File: src/rtl/sp2p_pkg.sv
// Shared types, widths and constants of the scan point filter.
package sp2p_pkg;

  // Datapath widths: CORDIC x/y, residual angle, point before saturation
  localparam int XW = 35;
  localparam int ZW = 34;
  localparam int PW = 20;

  // 0.607253 in Q16, CORDIC gain compensation
  localparam logic [15:0] GAIN_Q16 = 16'd39797;

  // Register indexes of the configuration port
  typedef enum logic [2:0] {
    REG_START_ANGLE  = 3'd0,
    REG_ANGLE_STEP   = 3'd1,
    REG_RANGE_FLOOR  = 3'd2,
    REG_RANGE_CEIL   = 3'd3,
    REG_SENSOR_X     = 3'd4,
    REG_SENSOR_Y     = 3'd5,
    REG_BOX_HALF_X   = 3'd6,
    REG_BOX_HALF_Y   = 3'd7
  } reg_idx_t;

  // Configuration seen by the datapath
  typedef struct packed {
    logic [31:0]        start_angle;
    logic [31:0]        angle_step;
    logic [15:0]        range_floor_mm;
    logic [15:0]        range_ceiling_mm;
    logic signed [15:0] sensor_x_mm;
    logic signed [15:0] sensor_y_mm;
    logic [14:0]        box_half_x_mm;
    logic [14:0]        box_half_y_mm;
  } cfg_t;

  // Item state travelling through the rotation stages
  typedef struct packed {
    logic                 keep;
    logic                 done;
    logic signed [XW-1:0] x;
    logic signed [XW-1:0] y;
    logic signed [ZW-1:0] z;
  } cstate_t;

  // Arctangent of 2^-i in binary angle units
  function automatic logic [31:0] atan_lut(input logic [4:0] i);
    logic [31:0] v;
    case (i)
      5'd0:    v = 32'h20000000;
      5'd1:    v = 32'h12E4051E;
      5'd2:    v = 32'h09FB385B;
      5'd3:    v = 32'h051111D4;
      5'd4:    v = 32'h028B0D43;
      5'd5:    v = 32'h0145D7E1;
      5'd6:    v = 32'h00A2F61E;
      5'd7:    v = 32'h00517C55;
      5'd8:    v = 32'h0028BE53;
      5'd9:    v = 32'h00145F2F;
      5'd10:   v = 32'h000A2F98;
      5'd11:   v = 32'h000517CC;
      5'd12:   v = 32'h00028BE6;
      5'd13:   v = 32'h000145F3;
      5'd14:   v = 32'h0000A2F9;
      5'd15:   v = 32'h0000517C;
      5'd16:   v = 32'h000028BE;
      5'd17:   v = 32'h0000145F;
      5'd18:   v = 32'h00000A2F;
      5'd19:   v = 32'h00000517;
      5'd20:   v = 32'h0000028B;
      5'd21:   v = 32'h00000145;
      5'd22:   v = 32'h000000A2;
      5'd23:   v = 32'h00000051;
      default: v = 32'h00000000;
    endcase
    return v;
  endfunction

endpackage

File: src/rtl/sp2p_cordic_stage.sv
// One pipelined CORDIC rotation step.
module sp2p_cordic_stage
  import sp2p_pkg::*;
#(
  parameter int IDX = 0
) (
  input  logic    clk,
  input  logic    rst_n,
  input  logic    in_v,
  output logic    in_rdy,
  input  cstate_t in_d,
  output logic    out_v,
  input  logic    out_rdy,
  output cstate_t out_d
);

  localparam logic signed [ZW-1:0] ATAN = signed'({{(ZW-32){1'b0}}, atan_lut(5'(IDX))});

  logic    v_r;
  cstate_t d_r;
  cstate_t d_nxt;
  logic signed [XW-1:0] dx, dy;

  assign in_rdy = !v_r || out_rdy;
  assign out_v  = v_r;
  assign out_d  = d_r;

  // Rotate toward zero residual angle
  assign dx = in_d.y >>> IDX;
  assign dy = in_d.x >>> IDX;
  always_comb begin
    d_nxt = in_d;
    if (!in_d.z[ZW-1]) begin
      d_nxt.x = in_d.x - dx;
      d_nxt.y = in_d.y + dy;
      d_nxt.z = in_d.z - ATAN;
    end else begin
      d_nxt.x = in_d.x + dx;
      d_nxt.y = in_d.y - dy;
      d_nxt.z = in_d.z + ATAN;
    end
  end

  always_ff @(posedge clk) begin
    if (!rst_n) begin
      v_r <= 1'b0;
    end else if (in_rdy) begin
      v_r <= in_v;
    end
  end

  always_ff @(posedge clk) begin
    if (in_rdy && in_v) begin
      d_r <= d_nxt;
    end
  end

endmodule

File: config.mk
export PLATFORM = sky130hd
export DESIGN_NAME = sp2p_cordic_stage
export DESIGN_NICKNAME = d
export VERILOG_FILES = /design/src/rtl/sp2p_pkg.sv /design/src/rtl/sp2p_cordic_stage.sv
export SDC_FILE = /design/constraint.sdc
export NUM_CORES = 1
export LEC_CHECK = 0
export ABC_AREA = 1
export BUFFER_PORTS_ARGS = -buffer_cell sky130_fd_sc_hd__buf_2
export CAP_MARGIN = 20
export CORE_ASPECT_RATIO = 0.7
export CORE_MARGIN = 1
export CORE_UTILIZATION = 40
export CTS_BUF_LIST = sky130_fd_sc_hd__clkbuf_8
export DETAILED_ROUTE_END_ITERATION = 8
export RECOVER_POWER = 100
export SYNTH_ARGS = -nofsm -noshare
export SYNTH_HDL_FRONTEND = slang
export SYNTH_SLANG_ARGS = --single-unit
File: constraint.sdc
create_clock -name clk -period 8.7 [get_ports clk]
set_input_delay 0.435 -clock clk [delete_from_list [all_inputs] [get_ports clk]]
set_output_delay 0.435 -clock clk [all_outputs]
set_load 0.005 [all_outputs]
==> metrics.cfg <==
[clock_tree]
htree_num_levels = 3
cts_tree = yes
cts_setup_buffers = 0
post_cts_resize_count = 0
cts_hold_buffers = 0
cts_max_path_buffers = 2
numCtsBuffers = 9
cts-root-buf = clkbuf_8
cts.sinks = 106
worstSkewPairLatency_ns = 0.40
cts.reportedPaths.clkPinSlew_ns = 0.10

[route]
drtPass1Iterations = 8
vias = 11748
routed-wl-met2_um = 15100
drt_iter0_markers = 1293
wl_met1_um = 22300
drt_wl_total_um = 42200
routed_via_density = 5.25
ant_nets = 0
routed-wl-met3_um = 4580
routedWlPerCell_um = 18.9
top_layer = met4
drc_errors = 0

[synthesis]
synth_area_leaders = edfxtp_1, nand2_1, ha_1, inv_1, nand3_1
ys_warn_count = 0
avgSynthCellArea_um2 = 6.74
syn_inst = 1678
synth_fp_nets = 1897
async_flop_share = 0
synth_area_mm2 = 0.0113
synth.distinct_cells = 45
synth.yosys.seq_area_share = 0.280
synth_edf_count = 105
ys_seq_elements = 106
synth_top_cell_area_share = 0.279
yosysTopAreaCell = edfxtp_1
yosys_most_used_dff = edfxtp_1

[die]
dieArea_mm2 = 0.0290
ios = 218
die_x_um = 203
num_rows = 51
coreArea_mm2 = 0.0278
die_h_um = 143
start_util = 0.407

[sta]
fin_tns_setup_ns = 0
slew_headroom = -1.55
finalSetupViolCount = 0
max_freq_ghz = 0.198
worstMarginPinSlew_ns = 3.83
finalCriticalPeriod_ns = 5.06
fin_worst_skew_ns = 0.0222
slew_violations = 107
hold_slack_ns = 0.223
rsz0062_at_grt = false
final_hold_viol_count = 0
post-route-period-util = 0.581

[power]
peakVddDrop_mv = 0.0608
sw_frac_of_total = 0.408
internal_power_uw = 1010
power_frac_comb = 0.424
seq_power_share = 0.378
leakagePower_uw = 0.00648
clkPwrFrac = 0.198
switching_power_uw = 696
powerDensity_mw_per_mm2 = 135

[flow_run]
cap_violations = 2

[setup_path]
critical_path_class = in2reg
worstPathMaxFanout = 77
worstPathArrival_ns = 4.92
r2r_setup_slack_ns = 4.90
start_kind = input port
worstPathRequired_ns = 8.56
end_kind = flop

[final_layout]
nets = 2080
drive_gt1_frac = 0.141
fin_cells = 2238
layout_common_cells = nand2_1, inv_1, nand3_1, buf_2, nor2_1
area_growth_pct = 11.9
final_common_cell = nand2_1

[min_path]
hp-class = in2reg

[global_routing]
grt_pass1_vias = 10278
grt_pass1_wl_um = 61700
gr-total-overflow = 0
grt_start_max_net_pins = 79
grtUsageTotal = 0.286
antenna_found_initial = 2

[placed_design]
place.gp.congestion = 0.956
dp_hpwl_um = 35700
port_buffers = 217
dp.cells = 2221

[outcome]
violations = max-capacitance violations, max-slew violations
outcome = finished, violations left

==> cells in the mapped netlist (8+ instances only) <==
| library cell | instances |
|---|---|
| inv_2 | 11 |
| buf_6 | 14 |
| nor2_2 | 27 |
| xor2_1 | 29 |
| buf_2 | 8 |
| nand2_1 | 484 |
| nand3_1 | 158 |
| nor2_1 | 120 |
| buf_4 | 18 |
| a21oi_1 | 113 |
| o21ai_0 | 75 |
| a21oi_2 | 9 |
| nand4_1 | 12 |
| inv_1 | 272 |
| nand2_2 | 24 |
| ha_1 | 105 |
| o21ai_1 | 17 |
| edfxtp_1 | 105 |
| o21bai_1 | 17 |
==> stage by stage <==
stage	util	total power (uW)	setup slack [ns]	area, um2
after floorplan	-	1110	2.56	11300
after global placement	0.451	1360	5.68	12500
after detailed placement	0.451	1360	5.78	12500
after CTS	0.458	1700	6.17	12800
after global routing	0.455	1800	3.55	12700
final	0.455	1710	3.64	12700
==> routing by layer <==
metal  vias up  track usage
met5         -            0
met4         0       0.0332
met3        17       0.0559
met2       597        0.367
met1      5429        0.480
li1       5705            -
==> logic make-up after synthesis <==
kind of cell | Yosys count | synth area share
compound gates | 246 | 0.119
xor+xnor | 30 | 0.0239
fa+ha+maj | 109 | 0.123
buf+inv | 332 | 0.126
flops | 106 | 0.280
simple gates | 855 | 0.328
==> worst paths after layout <==
check            from   endpoint  depth (start not counted)
max          in_d[33]  out_d[81]                          5
min          in_d[26]  out_d[26]                          1
max reg2reg     out_v  out_d[70]                          2
min reg2reg     out_v      out_v                          2
==> worst max-delay path, cell delays in order <==
cell and delay [ns]:
buf_2 0.10, buf_4 0.35, inv_1 0.12, clkbuf_1 2.70, o21ai_0 1.17
==> cell type report <==
type                    count  area [um2]
repair buffers            220        1030
well taps                 371         464
flip-flops and latches    106        3170
diodes                      2        5.00
multi-input cells        1240        6710
clock buffers               9         124
inverters                 284        1070
fillers                  2939       15200
clock inverters             6        90.1
==> power groups by stage <==
stage	combinational (uW)	clock [uW]	sequential, uW
detailed placement	706	0	656
global placement	703	0	655
global route	789	363	650
floorplan	444	0	666
CTS	708	343	644
finish	724	338	645
==> state kept, by name (all words and copies together) (netlist names) <==
signal / count
out_v: 1
out_d: 105
(Power assumes the default switching activity.)
