File: config.mk
export PLATFORM = sky130hd
export DESIGN_NAME = sp2p_front
export DESIGN_NICKNAME = d
export VERILOG_FILES = /design/src/rtl/sp2p_pkg.sv /design/src/rtl/sp2p_front.sv
export SDC_FILE = /design/constraint.sdc
export NUM_CORES = 1
export LEC_CHECK = 0
export BUFFER_PORTS_ARGS = -buffer_cell sky130_fd_sc_hd__buf_2
export CAP_MARGIN = 20
export CORE_ASPECT_RATIO = 2
export CORE_MARGIN = 8
export CORE_UTILIZATION = 40
export CTS_CLUSTER_DIAMETER = 120
export DETAILED_ROUTE_END_ITERATION = 8
export HOLD_SLACK_MARGIN = 0.05
export PLACE_DENSITY = 0.66
export SETUP_SLACK_MARGIN = 0.1
export SLEW_MARGIN = 20
export SYNTH_ARGS = -nofsm -noshare
export SYNTH_HDL_FRONTEND = slang
export SYNTH_SLANG_ARGS = --single-unit
File: constraint.sdc
create_clock -name clk -period 14.4 [get_ports clk]
set_clock_uncertainty 0.15 [all_clocks]
set_input_delay 2.88 -clock clk [delete_from_list [all_inputs] [get_ports clk]]
set_output_delay 2.88 -clock clk [all_outputs]
set_load 0.02 [all_outputs]
File: src/rtl/sp2p_pkg.sv
// Shared types, widths and constants of the scan point filter.
package sp2p_pkg;

  // Datapath widths: CORDIC x/y, residual angle, point before saturation
  localparam int XW = 35;
  localparam int ZW = 34;
  localparam int PW = 20;

  // 0.607253 in Q16, CORDIC gain compensation
  localparam logic [15:0] GAIN_Q16 = 16'd39797;

  // Register indexes of the configuration port
  typedef enum logic [2:0] {
    REG_START_ANGLE  = 3'd0,
    REG_ANGLE_STEP   = 3'd1,
    REG_RANGE_FLOOR  = 3'd2,
    REG_RANGE_CEIL   = 3'd3,
    REG_SENSOR_X     = 3'd4,
    REG_SENSOR_Y     = 3'd5,
    REG_BOX_HALF_X   = 3'd6,
    REG_BOX_HALF_Y   = 3'd7
  } reg_idx_t;

  // Configuration seen by the datapath
  typedef struct packed {
    logic [31:0]        start_angle;
    logic [31:0]        angle_step;
    logic [15:0]        range_floor_mm;
    logic [15:0]        range_ceiling_mm;
    logic signed [15:0] sensor_x_mm;
    logic signed [15:0] sensor_y_mm;
    logic [14:0]        box_half_x_mm;
    logic [14:0]        box_half_y_mm;
  } cfg_t;

  // Item state travelling through the rotation stages
  typedef struct packed {
    logic                 keep;
    logic                 done;
    logic signed [XW-1:0] x;
    logic signed [XW-1:0] y;
    logic signed [ZW-1:0] z;
  } cstate_t;

  // Arctangent of 2^-i in binary angle units
  function automatic logic [31:0] atan_lut(input logic [4:0] i);
    logic [31:0] v;
    case (i)
      5'd0:    v = 32'h20000000;
      5'd1:    v = 32'h12E4051E;
      5'd2:    v = 32'h09FB385B;
      5'd3:    v = 32'h051111D4;
      5'd4:    v = 32'h028B0D43;
      5'd5:    v = 32'h0145D7E1;
      5'd6:    v = 32'h00A2F61E;
      5'd7:    v = 32'h00517C55;
      5'd8:    v = 32'h0028BE53;
      5'd9:    v = 32'h00145F2F;
      5'd10:   v = 32'h000A2F98;
      5'd11:   v = 32'h000517CC;
      5'd12:   v = 32'h00028BE6;
      5'd13:   v = 32'h000145F3;
      5'd14:   v = 32'h0000A2F9;
      5'd15:   v = 32'h0000517C;
      5'd16:   v = 32'h000028BE;
      5'd17:   v = 32'h0000145F;
      5'd18:   v = 32'h00000A2F;
      5'd19:   v = 32'h00000517;
      5'd20:   v = 32'h0000028B;
      5'd21:   v = 32'h00000145;
      5'd22:   v = 32'h000000A2;
      5'd23:   v = 32'h00000051;
      default: v = 32'h00000000;
    endcase
    return v;
  endfunction

endpackage

File: src/rtl/sp2p_front.sv
// Front stages: sample gating, angle computation and quadrant fold.
module sp2p_front
  import sp2p_pkg::*;
#(
  parameter int SAMPLE_STRIDE = 2,
  parameter int MAX_SAMPLES   = 4096
) (
  input  logic        clk,
  input  logic        rst_n,
  input  cfg_t        cfg,
  input  logic        in_valid,
  output logic        in_ready,
  input  logic [11:0] in_idx,
  input  logic [15:0] in_range,
  input  logic        in_rvalid,
  input  logic        in_end,
  output logic        out_v,
  input  logic        out_rdy,
  output cstate_t     out_d
);

  // Stride test by reciprocal: q = floor(idx / stride) exact for 12-bit idx
  localparam int          RCP_SH = 24;
  localparam logic [24:0] RCP    = 25'(((1 << RCP_SH) + SAMPLE_STRIDE - 1) / SAMPLE_STRIDE);
  localparam logic [4:0]  STRIDE_C = 5'(SAMPLE_STRIDE);
  localparam logic [16:0] MAX_C    = 17'(MAX_SAMPLES);

  // Stage 1 registers
  logic        v1_r;
  logic [11:0] idx1_r;
  logic [15:0] rng1_r;
  logic        ok1_r, end1_r;
  logic [31:0] prod1_r;
  logic [11:0] quo1_r;
  // Stage 2 registers
  logic        v2_r;
  logic        ok2_r, end2_r;
  logic [31:0] ang2_r;
  logic [31:0] x2_r;
  // Stage 3 registers
  logic        v3_r;
  cstate_t     d3_r;

  logic        rdy1, rdy2, rdy3;
  logic [43:0] step_prod;
  logic [36:0] rcp_prod;
  logic [16:0] back_prod;
  logic        ok1_nxt, ok2_nxt, flip;
  logic [31:0] ang2_nxt, ang_fold;
  cstate_t     d3_nxt;

  assign rdy3     = !v3_r || out_rdy;
  assign rdy2     = !v2_r || rdy3;
  assign rdy1     = !v1_r || rdy2;
  assign in_ready = rdy1;
  assign out_v    = v3_r;
  assign out_d    = d3_r;

  // Stage 1: range window, index limit, angle and stride products
  assign step_prod = cfg.angle_step * in_idx;
  assign rcp_prod  = RCP * in_idx;
  assign ok1_nxt   = in_rvalid && (in_range > cfg.range_floor_mm)
                     && (in_range <= cfg.range_ceiling_mm)
                     && ({5'd0, in_idx} < MAX_C);

  // Stage 2: angle sum, stride match, gain-compensated range
  assign back_prod = quo1_r * STRIDE_C;
  assign ok2_nxt   = ok1_r && (back_prod == {5'd0, idx1_r});
  assign ang2_nxt  = cfg.start_angle + prod1_r;

  // Stage 3: fold quadrants two and three by a half turn
  assign flip     = ang2_r[31] ^ ang2_r[30];
  assign ang_fold = {ang2_r[31] ^ flip, ang2_r[30:0]};
  always_comb begin
    d3_nxt.keep = ok2_r;
    d3_nxt.done = end2_r;
    d3_nxt.x    = flip ? -signed'({3'd0, x2_r}) : signed'({3'd0, x2_r});
    d3_nxt.y    = '0;
    d3_nxt.z    = signed'({{(ZW-32){ang_fold[31]}}, ang_fold});
  end

  always_ff @(posedge clk) begin
    if (!rst_n) begin
      v1_r <= 1'b0;
      v2_r <= 1'b0;
      v3_r <= 1'b0;
    end else begin
      if (rdy1) v1_r <= in_valid;
      if (rdy2) v2_r <= v1_r;
      if (rdy3) v3_r <= v2_r;
    end
  end

  always_ff @(posedge clk) begin
    if (rdy1 && in_valid) begin
      idx1_r  <= in_idx;
      rng1_r  <= in_range;
      ok1_r   <= ok1_nxt;
      end1_r  <= in_end;
      prod1_r <= step_prod[31:0];
      quo1_r  <= rcp_prod[RCP_SH+11:RCP_SH];
    end
    if (rdy2 && v1_r) begin
      ok2_r  <= ok2_nxt;
      end2_r <= end1_r;
      ang2_r <= ang2_nxt;
      x2_r   <= rng1_r * GAIN_Q16;
    end
    if (rdy3 && v2_r) begin
      d3_r <= d3_nxt;
    end
  end

  // An invalid sample never comes out of stage 1 marked as kept
  a_invalid_dropped: assert property (@(posedge clk) disable iff (!rst_n)
    in_valid && in_ready && !in_rvalid |=> !ok1_r)
    else $error("invalid sample kept in stage 1");

  // A stalled stage 3 holds its item
  a_s3_hold: assert property (@(posedge clk) disable iff (!rst_n)
    v3_r && !out_rdy |=> v3_r && $stable(d3_r))
    else $error("stage 3 item changed under stall");

  // Residual angle after the fold lies within a quarter turn
  a_fold_range: assert property (@(posedge clk) disable iff (!rst_n)
    v3_r |-> (d3_r.z[ZW-1:30] == '0) || (d3_r.z[ZW-1:30] == '1))
    else $error("folded angle out of range");

endmodule

==> run metrics <==
clock share of power=under 10%; GRT Total Usage=17.8%; mapped cell area=about 0.023 mm²; DRT Wirelength=roughly 59000 µm; Post-Synth XOR/XNOR Area=4.55%; initial core utilization=40.4%; P_sw=between 0.003 and 0.004 W; IO Pins=300; share of layout cells above drive strength 1=9.91%; clock root buffer=clkbuf_16; initial antenna violation count=5; Slew Limit Fails=0; Vias per Instance=5.09; Power Density=between 200 and 300 mW/mm²; CP endpoint kind=flip-flop; Max-Cap Viols=0; drt drc=0; Die Area=~0.067 mm²; Post-synth EDFFs=about 190; Tot Pwr=roughly 0.0071 W; Die Y-Extent=approximately 360 µm; Tmin final=8.33 ns; main combinational cell family by area after synthesis=adder cells; final setup fails=0; Via Count=16.7k; Area contributors post-synth=fa_1, edfxtp_1, ha_1; nets=~3.3k; non-filler instance count after layout=around 3.3k; Synth async-reset ratio=0%; CTS Buf Count=25; CP Launch Type=primary input; port bufs=around 200; Setup TNS=0 ns; drt wl/cell=between 15 and 20 µm; post-CTS resize count=0; Finished Cell Area=~0.026 mm²; Rel. slew slack=37.1%; RSZ-0062 raised after global routing=false; crit path max fanout=28; Final Cycle Share=57.9%; Peak VDD IR=~0.15 mV; HP Class=reg -> reg; Worst-Margin Slew=~0.94 ns; final hold vios=0; Post-Synth Adder-Cell Area=a little over two fifths; Synth Area in Simple Gates=between 10% and 20%; Worst R2R End=x2_r[30]$_DFFE_PP_; Fmax achieved=between 0.1 and 0.15 GHz; hold_sp=ang2_r[12]$_DFFE_PP_; synthesis-to-layout area growth=10.1%; num rows=125; Yosys reg bits=approximately 190; Int Pwr=0.00380 W; Hold Buf Count CTS=0; register area share after synthesis=about a quarter; largest net degree at the start of global routing=70; Synth Area in Compound Gates=under 10%; clk sinks=about 190; core area=0.0580 mm²; Static Leak=12.4 nW; Die W=between 150 and 200 µm; top_reg_cell synth=edfxtp_1; CTS tree=yes; GRT overflow=0; Crit path arrival time=approximately 8.5 ns; area leader, netlist=fa_1; r2r setup slk=between 7 and 8 ns; First-pass DRT Iterations=5; R2R depth=19; HPWL Detailed=between 40000 and 50000 µm; first-pass GRT wire length=~94000 µm; outcome=complete, no violations; postcts setup bufs=0; critical path class=in -> reg; Synthesis Warnings=0; synthesized area per cell=10.0 µm²; Clock Tree Buf Depth=3; gpl congestion=between 0.9 and 1; vias in the first global route=between 15k and 20k; Core Util, Final=44.5%; Setup crit start=in_idx[4]; Switching Fraction=between 40% and 50%; number of H-tree levels=4; Comb power frac=about 76%; Yosys cell types=63; Flop pwr share=16.4%; RR Startpoint=rng1_r[6]$_DFFE_PP_; post-synthesis mux area share=less than 1%; Initial DRC Count=roughly 640; post-synth top area share=between 20 and 30%; clk slew on worst S/H paths=approximately 0.060 ns; Cells after Synth=~2.3k; WHS Path Cells=0; Placed Instances=3242; WP data required=14.59 ns; clk_lat worst skew=around 0.52 ns; Final ANT Viol Nets=0; Hold EP=out_d[12]$_DFFE_PP_; Post-DP Area=0.0251 mm²
-- flip-flops by register name, indices dropped and copies added (netlist names), 16 cells and up --
name / flops
rng1_r: 16
x2_r: 32
out_d: 69
prod1_r: 32
ang2_r: 32
-- how the worst max path moves through the flow --
stage / end / slack [ns]
2_1_floorplan: ang2_r[0]$_DFFE_PP_ / 5.88
3_3_place_gp: prod1_r[30]$_DFFE_PP_ / 5.53
3_5_place_dp: prod1_r[30]$_DFFE_PP_ / 5.51
4_1_cts: prod1_r[30]$_DFFE_PP_ / 6.04
5_1_grt: prod1_r[30]$_DFFE_PP_ / 5.81
6_report: prod1_r[30]$_DFFE_PP_ / 6.07
-- metal layers --
| layer | global-route usage [%] | wire length [µm] |
|---|---|---|
| met1 | 15.9 | 19200 |
| met3 | 3.17 | 2750 |
| met2 | 36.3 | 33700 |
| met4 | 10.2 | 3370 |
| met5 | 0 | 0 |
-- stage by stage --
stage	hold slack, ns	setup slack [ns]
6_report	0.267	6.07
5_1_grt	0.273	5.81
4_1_cts	0.269	6.04
3_5_place_dp	0.255	5.51
3_3_place_gp	0.254	5.53
2_1_floorplan	0.250	5.88
-- power by group through the flow --
stage	Combinational (W)	Sequential [W]	Clock [W]
after floorplan	0.00426	0.00118	0
after global placement	0.00521	0.00118	0
after detailed placement	0.00542	0.00118	0
after CTS	0.00544	0.00117	0.000575
after global routing	0.00615	0.00118	0.000593
final	0.00541	0.00117	0.000559
-- placed cells by master (no fill, tap or decap), types with 5 or more instances in the layout --
cell	netlist	final
nand4_1	10	10
buf_4	37	5
nand3_1	25	25
xnor2_1	85	85
a211oi_1	12	12
nor3_1	23	23
inv_1	502	502
o21bai_1	10	10
a211o_1	5	5
fa_1	343	343
buf_2	1	202
ha_1	237	237
o31ai_1	9	9
nor2_1	52	52
conb_1	1	35
o21ai_1	7	7
o21a_1	18	18
nor2b_1	19	18
clkbuf_16	0	25
nand2b_1	18	18
edfxtp_1	186	186
nand2_1	275	275
a31oi_1	11	10
or4_1	5	5
o211ai_1	10	10
and3_1	10	10
and2_1	90	90
o21ai_0	39	39
a21oi_1	89	89
o2111ai_1	5	5
a21o_1	44	44
xor2_1	37	37
-- worst max-delay path: stages --
cell      delay [ns]
buf_2           0.54
nand2_1         0.16
fa_1            0.51
fa_1            0.40
inv_1           0.08
fa_1            0.44
fa_1            0.55
inv_1           0.05
fa_1            0.47
inv_1           0.04
ha_1            0.33
and3_1          0.18
a21oi_1         0.19
a31oi_1         0.21
and3b_1         0.26
o31ai_1         0.34
o21ai_1         0.29
a2111o_1        0.48
o211ai_1        0.11
-- synthesized netlist by cell type (all sizes together) (9+ instances only) --
| library cell | number |
|---|---|
| inv | 502 |
| fa | 343 |
| nand2 | 275 |
| ha | 237 |
| edfxtp | 186 |
| a21oi | 91 |
| and2 | 90 |
| xnor2 | 85 |
| clkbuf | 59 |
| nor2 | 52 |
| o21ai | 46 |
| a21o | 45 |
| buf | 41 |
| xor2 | 37 |
| nand3 | 25 |
| nor3 | 23 |
| nor2b | 19 |
| nand2b | 18 |
| o21a | 18 |
| a211oi | 12 |
| a31oi | 11 |
| o211ai | 11 |
| and3 | 10 |
| nand4 | 10 |
| o21bai | 10 |
| o31ai | 9 |
-- area by class of cell --
class / instances / area, µm²
Multi-Input combinational cell: 1582 / 15600
Clock inverter: 6 / 85.1
Timing Repair Buffer: 207 / 1050
Sequential cell: 189 / 5650
Fill cell: 5472 / 32200
Antenna cell: 3 / 7.51
Tap cell: 762 / 953
Clock buffer: 26 / 629
Inverter: 502 / 1880
-- kinds of logic (layout without fill, tap and decap cells) --
group           count (synthesis)  in the layout
flops                         189            189
simple gates                  552            552
buf+inv                       602            741
xor+xnor                      122            122
fa+ha+maj                     580            580
mux                             2              2
compound gates                291            291
other cells                     1             38
No activity file was read; power rests on OpenSTA's default activity.
