### config.mk
export PLATFORM = sky130hd
export DESIGN_NAME = sp2p_back
export DESIGN_NICKNAME = d
export VERILOG_FILES = /design/src/rtl/sp2p_pkg.sv /design/src/rtl/sp2p_back.sv
export SDC_FILE = /design/constraint.sdc
export NUM_CORES = 1
export LEC_CHECK = 0
export BUFFER_PORTS_ARGS = -buffer_cell sky130_fd_sc_hd__buf_2
export CAP_MARGIN = 20
export CORE_UTILIZATION = 25
export CTS_BUF_LIST = sky130_fd_sc_hd__clkbuf_2 sky130_fd_sc_hd__clkbuf_4 sky130_fd_sc_hd__clkbuf_8
export DETAILED_ROUTE_END_ITERATION = 8
export GPL_ROUTABILITY_DRIVEN = 0
export SYNTH_ARGS = -nofsm -noshare
export SYNTH_HDL_FRONTEND = slang
export SYNTH_SLANG_ARGS = --single-unit
### constraint.sdc
create_clock -name clk -period 9.65 [get_ports clk]
set_input_delay 0.4825 -clock clk [delete_from_list [all_inputs] [get_ports clk]]
set_output_delay 0.4825 -clock clk [all_outputs]
set_load 0.01 [all_outputs]
### src/rtl/sp2p_pkg.sv
// Shared types, widths and constants of the scan point filter.
package sp2p_pkg;

  // Datapath widths: CORDIC x/y, residual angle, point before saturation
  localparam int XW = 35;
  localparam int ZW = 34;
  localparam int PW = 20;

  // 0.607253 in Q16, CORDIC gain compensation
  localparam logic [15:0] GAIN_Q16 = 16'd39797;

  // Register indexes of the configuration port
  typedef enum logic [2:0] {
    REG_START_ANGLE  = 3'd0,
    REG_ANGLE_STEP   = 3'd1,
    REG_RANGE_FLOOR  = 3'd2,
    REG_RANGE_CEIL   = 3'd3,
    REG_SENSOR_X     = 3'd4,
    REG_SENSOR_Y     = 3'd5,
    REG_BOX_HALF_X   = 3'd6,
    REG_BOX_HALF_Y   = 3'd7
  } reg_idx_t;

  // Configuration seen by the datapath
  typedef struct packed {
    logic [31:0]        start_angle;
    logic [31:0]        angle_step;
    logic [15:0]        range_floor_mm;
    logic [15:0]        range_ceiling_mm;
    logic signed [15:0] sensor_x_mm;
    logic signed [15:0] sensor_y_mm;
    logic [14:0]        box_half_x_mm;
    logic [14:0]        box_half_y_mm;
  } cfg_t;

  // Item state travelling through the rotation stages
  typedef struct packed {
    logic                 keep;
    logic                 done;
    logic signed [XW-1:0] x;
    logic signed [XW-1:0] y;
    logic signed [ZW-1:0] z;
  } cstate_t;

  // Arctangent of 2^-i in binary angle units
  function automatic logic [31:0] atan_lut(input logic [4:0] i);
    logic [31:0] v;
    case (i)
      5'd0:    v = 32'h20000000;
      5'd1:    v = 32'h12E4051E;
      5'd2:    v = 32'h09FB385B;
      5'd3:    v = 32'h051111D4;
      5'd4:    v = 32'h028B0D43;
      5'd5:    v = 32'h0145D7E1;
      5'd6:    v = 32'h00A2F61E;
      5'd7:    v = 32'h00517C55;
      5'd8:    v = 32'h0028BE53;
      5'd9:    v = 32'h00145F2F;
      5'd10:   v = 32'h000A2F98;
      5'd11:   v = 32'h000517CC;
      5'd12:   v = 32'h00028BE6;
      5'd13:   v = 32'h000145F3;
      5'd14:   v = 32'h0000A2F9;
      5'd15:   v = 32'h0000517C;
      5'd16:   v = 32'h000028BE;
      5'd17:   v = 32'h0000145F;
      5'd18:   v = 32'h00000A2F;
      5'd19:   v = 32'h00000517;
      5'd20:   v = 32'h0000028B;
      5'd21:   v = 32'h00000145;
      5'd22:   v = 32'h000000A2;
      5'd23:   v = 32'h00000051;
      default: v = 32'h00000000;
    endcase
    return v;
  endfunction

endpackage

### src/rtl/sp2p_back.sv
// Back stages: rounding, sensor offset, robot box test and saturation.
module sp2p_back
  import sp2p_pkg::*;
(
  input  logic               clk,
  input  logic               rst_n,
  input  cfg_t               cfg,
  input  logic               in_v,
  output logic               in_rdy,
  input  cstate_t            in_d,
  output logic               out_valid,
  input  logic               out_ready,
  output logic               out_keep,
  output logic signed [15:0] out_x,
  output logic signed [15:0] out_y,
  output logic               out_done
);

  localparam logic signed [XW-1:0] HALF = XW'(32768);

  // Stage 1 registers
  logic                 v1_r;
  logic                 keep1_r, done1_r;
  logic signed [PW-1:0] px1_r, py1_r;
  // Output registers
  logic                 v2_r;
  logic                 keep2_r, done2_r;
  logic signed [15:0]   x2_r, y2_r;

  logic                 rdy1, rdy2;
  logic signed [XW-1:0] xr, yr;
  logic signed [PW-1:0] px_nxt, py_nxt;
  logic [PW-1:0]        ax, ay;
  logic                 inbox, keep2_nxt;
  logic signed [15:0]   sx, sy;

  assign rdy2      = !v2_r || out_ready;
  assign rdy1      = !v1_r || rdy2;
  assign in_rdy    = rdy1;
  assign out_valid = v2_r;
  assign out_keep  = keep2_r;
  assign out_x     = x2_r;
  assign out_y     = y2_r;
  assign out_done  = done2_r;

  // Stage 1: round to mm and add sensor offset
  assign xr     = in_d.x + HALF;
  assign yr     = in_d.y + HALF;
  assign px_nxt = signed'({xr[XW-1], xr[XW-1:16]})
                  + signed'({{(PW-16){cfg.sensor_x_mm[15]}}, cfg.sensor_x_mm});
  assign py_nxt = signed'({yr[XW-1], yr[XW-1:16]})
                  + signed'({{(PW-16){cfg.sensor_y_mm[15]}}, cfg.sensor_y_mm});

  // Stage 2: inclusive box test, then saturate
  assign ax        = px1_r[PW-1] ? PW'(-px1_r) : PW'(px1_r);
  assign ay        = py1_r[PW-1] ? PW'(-py1_r) : PW'(py1_r);
  assign inbox     = (ax <= {{(PW-15){1'b0}}, cfg.box_half_x_mm})
                     && (ay <= {{(PW-15){1'b0}}, cfg.box_half_y_mm});
  assign keep2_nxt = keep1_r && !inbox;

  always_comb begin
    if (px1_r[PW-1:15] == '0 || px1_r[PW-1:15] == '1) sx = px1_r[15:0];
    else if (px1_r[PW-1])                             sx = 16'sh8000;
    else                                              sx = 16'sh7FFF;
    if (py1_r[PW-1:15] == '0 || py1_r[PW-1:15] == '1) sy = py1_r[15:0];
    else if (py1_r[PW-1])                             sy = 16'sh8000;
    else                                              sy = 16'sh7FFF;
  end

  always_ff @(posedge clk) begin
    if (!rst_n) begin
      v1_r <= 1'b0;
      v2_r <= 1'b0;
    end else begin
      if (rdy1) v1_r <= in_v;
      if (rdy2) v2_r <= v1_r;
    end
  end

  always_ff @(posedge clk) begin
    if (rdy1 && in_v) begin
      keep1_r <= in_d.keep;
      done1_r <= in_d.done;
      px1_r   <= px_nxt;
      py1_r   <= py_nxt;
    end
    if (rdy2 && v1_r) begin
      keep2_r <= keep2_nxt;
      done2_r <= done1_r;
      x2_r    <= keep2_nxt ? sx : 16'sd0;
      y2_r    <= keep2_nxt ? sy : 16'sd0;
    end
  end

  // A dropped sample carries a zero point
  a_drop_zero: assert property (@(posedge clk) disable iff (!rst_n)
    out_valid && !out_keep |-> out_x == 16'sd0 && out_y == 16'sd0)
    else $error("dropped sample with nonzero point");

  // Stage 1 holds its item while the output waits
  a_s1_hold: assert property (@(posedge clk) disable iff (!rst_n)
    v1_r && !rdy2 |=> v1_r && $stable(px1_r) && $stable(keep1_r))
    else $error("stage 1 item changed under stall");

  // Nothing kept comes from a dropped upstream item
  a_keep_chain: assert property (@(posedge clk) disable iff (!rst_n)
    v1_r && rdy2 && !keep1_r |=> !out_keep)
    else $error("dropped item became kept");

endmodule

==> metrics.txt <==
# TYPE chip_impl_metric gauge
chip_impl_metric{name="met2_usage",unit=""} 0.180
chip_impl_metric{name="clock_sinks",unit=""} 78
chip_impl_metric{name="critPathRequiredTime",unit="ns"} 9.74
chip_impl_metric{name="synth.cell_area",unit="um2"} 6600
chip_impl_metric{name="slew_headroom",unit=""} 0.329
chip_impl_info{name="status",value="finished, violations left"} 1
chip_impl_metric{name="yosys.area_share.xor_xnor",unit=""} 0.126
chip_impl_metric{name="syn_avg_cell_area",unit="um2"} 9.29
chip_impl_metric{name="tightest_slew",unit="ns"} 1.01
chip_impl_metric{name="totalWireLength",unit="mm"} 16.4
chip_impl_metric{name="grt_start_max_net_pins",unit=""} 43
chip_impl_metric{name="final_min_period_over_clock_period",unit=""} 0.476
chip_impl_metric{name="vias",unit=""} 5571
chip_impl_metric{name="synth.net_count",unit=""} 1052
chip_impl_metric{name="number_of_global_route_vias_before_repair",unit=""} 5077
chip_impl_metric{name="synthesis_stage_register_bit_count",unit=""} 78
chip_impl_metric{name="grt_first_pass_wirelength",unit="mm"} 25.5
chip_impl_info{name="timing.hold.worst.class",value="input pin to register"} 1
chip_impl_info{name="grt_setup_unrepaired",value="false"} 1
chip_impl_metric{name="power-per-cell-area",unit="nW/um2"} 139
chip_impl_metric{name="synth-compound-area-share",unit=""} 0.167
chip_impl_metric{name="fin_worst_skew",unit="ns"} 0.00990
chip_impl_metric{name="h_tree_lvl_count",unit=""} 3
chip_impl_metric{name="gr-usage-met1",unit=""} 0.181
chip_impl_info{name="violated_checks",value="DRC"} 1
chip_impl_metric{name="layout-drive-gt1-share",unit=""} 0.200
chip_impl_metric{name="clkSlewWorstSetupHoldPaths",unit="ns"} 0.08
chip_impl_info{name="crit_path_end_kind",value="register"} 1
chip_impl_metric{name="die_y",unit="um"} 164
chip_impl_metric{name="drt_iter0_markers",unit=""} 250
chip_impl_metric{name="fin_cells",unit=""} 1189
chip_impl_metric{name="final_hold_fails",unit=""} 0
chip_impl_info{name="synth_flop_cell",value="edfxtp_1"} 1
chip_impl_info{name="global_route.peak_usage_layer",value="met1"} 1
chip_impl_metric{name="die-width",unit="um"} 164
chip_impl_metric{name="floorplan.io_pins",unit=""} 304
chip_impl_metric{name="fin_tns_setup",unit="ns"} 0
chip_impl_metric{name="vdd_ir_drop_max",unit="V"} 0.0000494
chip_impl_metric{name="global_route.usage.total",unit=""} 0.122
chip_impl_metric{name="cts_resized",unit=""} 0
chip_impl_metric{name="design.die.area",unit="um2"} 27000
chip_impl_metric{name="drc",unit=""} 2
chip_impl_metric{name="setup_viol_count_final",unit=""} 0
chip_impl_metric{name="cap_violations",unit=""} 0
chip_impl_metric{name="antenna_violating_nets_post_route",unit=""} 0
chip_impl_metric{name="syn_inst",unit=""} 710
chip_impl_metric{name="num_rows",unit=""} 59
chip_impl_info{name="setup.worst_path.start_class",value="register"} 1
chip_impl_metric{name="place.detailed.hpwl",unit="mm"} 13.7
chip_impl_metric{name="yosys_warnings",unit=""} 0
chip_impl_metric{name="numPlacedInstances",unit=""} 1173
chip_impl_metric{name="number_of_enable_type_register_cells_in_the_synthesized_netlist",unit=""} 76
chip_impl_metric{name="detail_route.vias_per_cell",unit=""} 4.69
chip_impl_metric{name="core_area",unit="um2"} 26000
chip_impl_info{name="criticalPathCategory",value="register to register"} 1
chip_impl_metric{name="synth.mux.area_fraction",unit=""} 0.00303
chip_impl_metric{name="synthDistinctLibCells",unit=""} 53
chip_impl_metric{name="post_cts_hold_buffer_count",unit=""} 0
chip_impl_metric{name="critPathMaxFanout",unit=""} 32
chip_impl_metric{name="clock_path_buffers",unit=""} 2
chip_impl_metric{name="grt_util_met3",unit=""} 0.0186
chip_impl_metric{name="syn2layout_area_growth",unit="%"} 19.3
chip_impl_metric{name="avgRoutedWirePerCell",unit="um"} 13.8
chip_impl_metric{name="period_minus_slack",unit="ns"} 4.60
chip_impl_metric{name="gr-total-overflow",unit=""} 0
chip_impl_metric{name="antenna_cells_inserted",unit=""} 0
chip_impl_metric{name="grt_antenna_before_repair",unit=""} 0
chip_impl_metric{name="cts_inserted_buffers",unit=""} 9
chip_impl_metric{name="initial_core_utilization",unit=""} 0.254
chip_impl_metric{name="drt-pass1-iter-count",unit=""} 6
chip_impl_info{name="ctsRootBufferMaster",value="clkbuf_8"} 1
chip_impl_info{name="combinational_family_with_the_most_area_after_synthesis",value="simple AND/OR/NAND/NOR gates"} 1
chip_impl_metric{name="synth-async-reset-ratio",unit=""} 0
chip_impl_metric{name="power.leakage",unit="nW"} 3.29
chip_impl_metric{name="max_clock_freq",unit="MHz"} 218
chip_impl_metric{name="numPortBuffers",unit=""} 143
chip_impl_metric{name="post_cts_buffers",unit=""} 0
chip_impl_metric{name="timing.final.max_slew_violations",unit=""} 0
chip_impl_metric{name="seq_area_frac_synth",unit=""} 0.352
chip_impl_metric{name="layout_utilization",unit=""} 0.303
chip_impl_info{name="cts_tree",value="done"} 1
chip_impl_metric{name="cp_data_arrival_time",unit="ns"} 4.69
chip_impl_metric{name="post_synth_and_or_nand_nor_area_fraction",unit=""} 0.170
chip_impl_metric{name="synth-adder-area-share",unit=""} 0.143
chip_impl_metric{name="num-nets-final",unit=""} 1191
chip_impl_metric{name="source_to_sink_clock_delay_at_the_later_pin_of_the_worst_skew_pair",unit="ns"} 0.36
==> sequential cells by signal, indices dropped and copies added (netlist names) <==
name	cells
out_x	16
px1_r	20
out_valid	1
keep1_r	1
out_done	1
out_y	16
done1_r	1
v1_r	1
py1_r	20
out_keep	1
==> routing by layer <==
metal,vias up,routed length (um)
li1,2898,-
met1,2552,8730
met2,112,6840
met3,9,640
met4,0,187
met5,-,0
==> final cells by class <==
cell class                      count  area [um2]
Tap cell                          335         419
Inverter                           47         176
Clock buffer                       10         131
Multi-Input combinational cell    570        4030
Timing Repair Buffer              143         716
Clock inverter                      6        76.3
Sequential cell                    78        2320
Fill cell                        2762       18100
==> where the power goes <==
group | internal [mW] | switching, mW
logic | 0.163 | 0.202
registers | 0.424 | 0.0448
clock network | 0.145 | 0.116
total | 0.732 | 0.362
==> worst max-delay path, stage by stage (launching register included) <==
cell	delay (ns)
edfxtp_1	0.46
or4_4	0.58
or3_1	0.46
o41ai_1	0.39
xnor2_1	0.17
ha_1	0.27
a21oi_1	0.15
o21ai_0	0.14
a2111oi_0	0.46
a211oi_1	0.15
o221ai_1	0.34
a41o_2	0.62
nor2_1	0.14
==> synthesized netlist by cell type, drive strengths merged, types with 3 or more instances <==
library cell / number / share of area
nand2: 51 / 0.029
or3: 6 / 0.0059
buf: 6 / 0.0072
edfxtp: 76 / 0.35
o211ai: 5 / 0.0057
a211o: 4 / 0.0053
o31ai: 8 / 0.0091
nand4: 23 / 0.022
a31oi: 3 / 0.0028
nor2b: 8 / 0.0076
and2: 6 / 0.0057
o41ai: 5 / 0.0066
a21oi: 71 / 0.054
or4b: 3 / 0.0046
a211oi: 8 / 0.0091
a21o: 15 / 0.017
nand4b: 3 / 0.0040
nand2b: 4 / 0.0038
xor2: 19 / 0.025
o21bai: 6 / 0.0068
ha: 72 / 0.14
o21ai: 28 / 0.021
and4: 3 / 0.0040
a2111oi: 3 / 0.0040
and3: 10 / 0.0095
clkbuf: 9 / 0.0051
inv: 47 / 0.027
nor3: 11 / 0.0083
xnor2: 76 / 0.10
nand3: 21 / 0.016
o21a: 6 / 0.0068
nor2: 61 / 0.035
or2: 3 / 0.0028
or4: 5 / 0.0070
nor4: 6 / 0.0057
==> metrics by stage <==
step                      setup WS [ns]  total power [mW]  hold WS (ns)  cell area [um2]
final                              5.05              1.09         0.292             7870
after global placement             5.07             0.836         0.406             7660
after global routing               4.73              1.18         0.257             7870
after detailed placement           5.05             0.844         0.415             7660
after CTS                          5.02              1.11         0.262             7870
after floorplan                    5.90             0.721         0.400             6600
==> logic make-up (layout without fill, tap and decap cells) <==
group	after synthesis	count (layout)
AND/OR/NAND/NOR	224	224
buffers and inverters	62	206
XOR/XNOR	95	95
flip-flops	78	78
AO/OA/AOI/OAI	175	175
adder cells (fa/ha/maj)	74	74
multiplexers	2	2
==> cells in the final DEF (no fill, tap or decap), drive strengths merged, types with 5 or more instances in the layout <==
cell type and instances:
edfxtp 76, and2 6, nor3 11, nand2 51, and3 10, o41ai 5, a21o 15, clkbuf 10
nor2 61, xnor2 76, or4 5, or3 6, o21ai 28, o21bai 6, o21a 6, nor2b 8
o31ai 8, inv 47, a21oi 71, nand3 21, nor4 6, buf 143, xor2 19, ha 72
o211ai 5, a211oi 8, nand4 23
==> worst paths after layout <==
kind | startpoint | depth (start not counted) | endpoint | slack, ns
worst max-delay path | px1_r[6] | 12 | out_x[2] | 5.05
worst min-delay path | in_d[104] | 1 | done1_r | 0.29
worst max register to register | px1_r[6] | 12 | out_x[2] | 5.05
worst min register to register | done1_r | 0 | out_done | 0.43
Note: power is estimated with default switching activity, not from simulation.
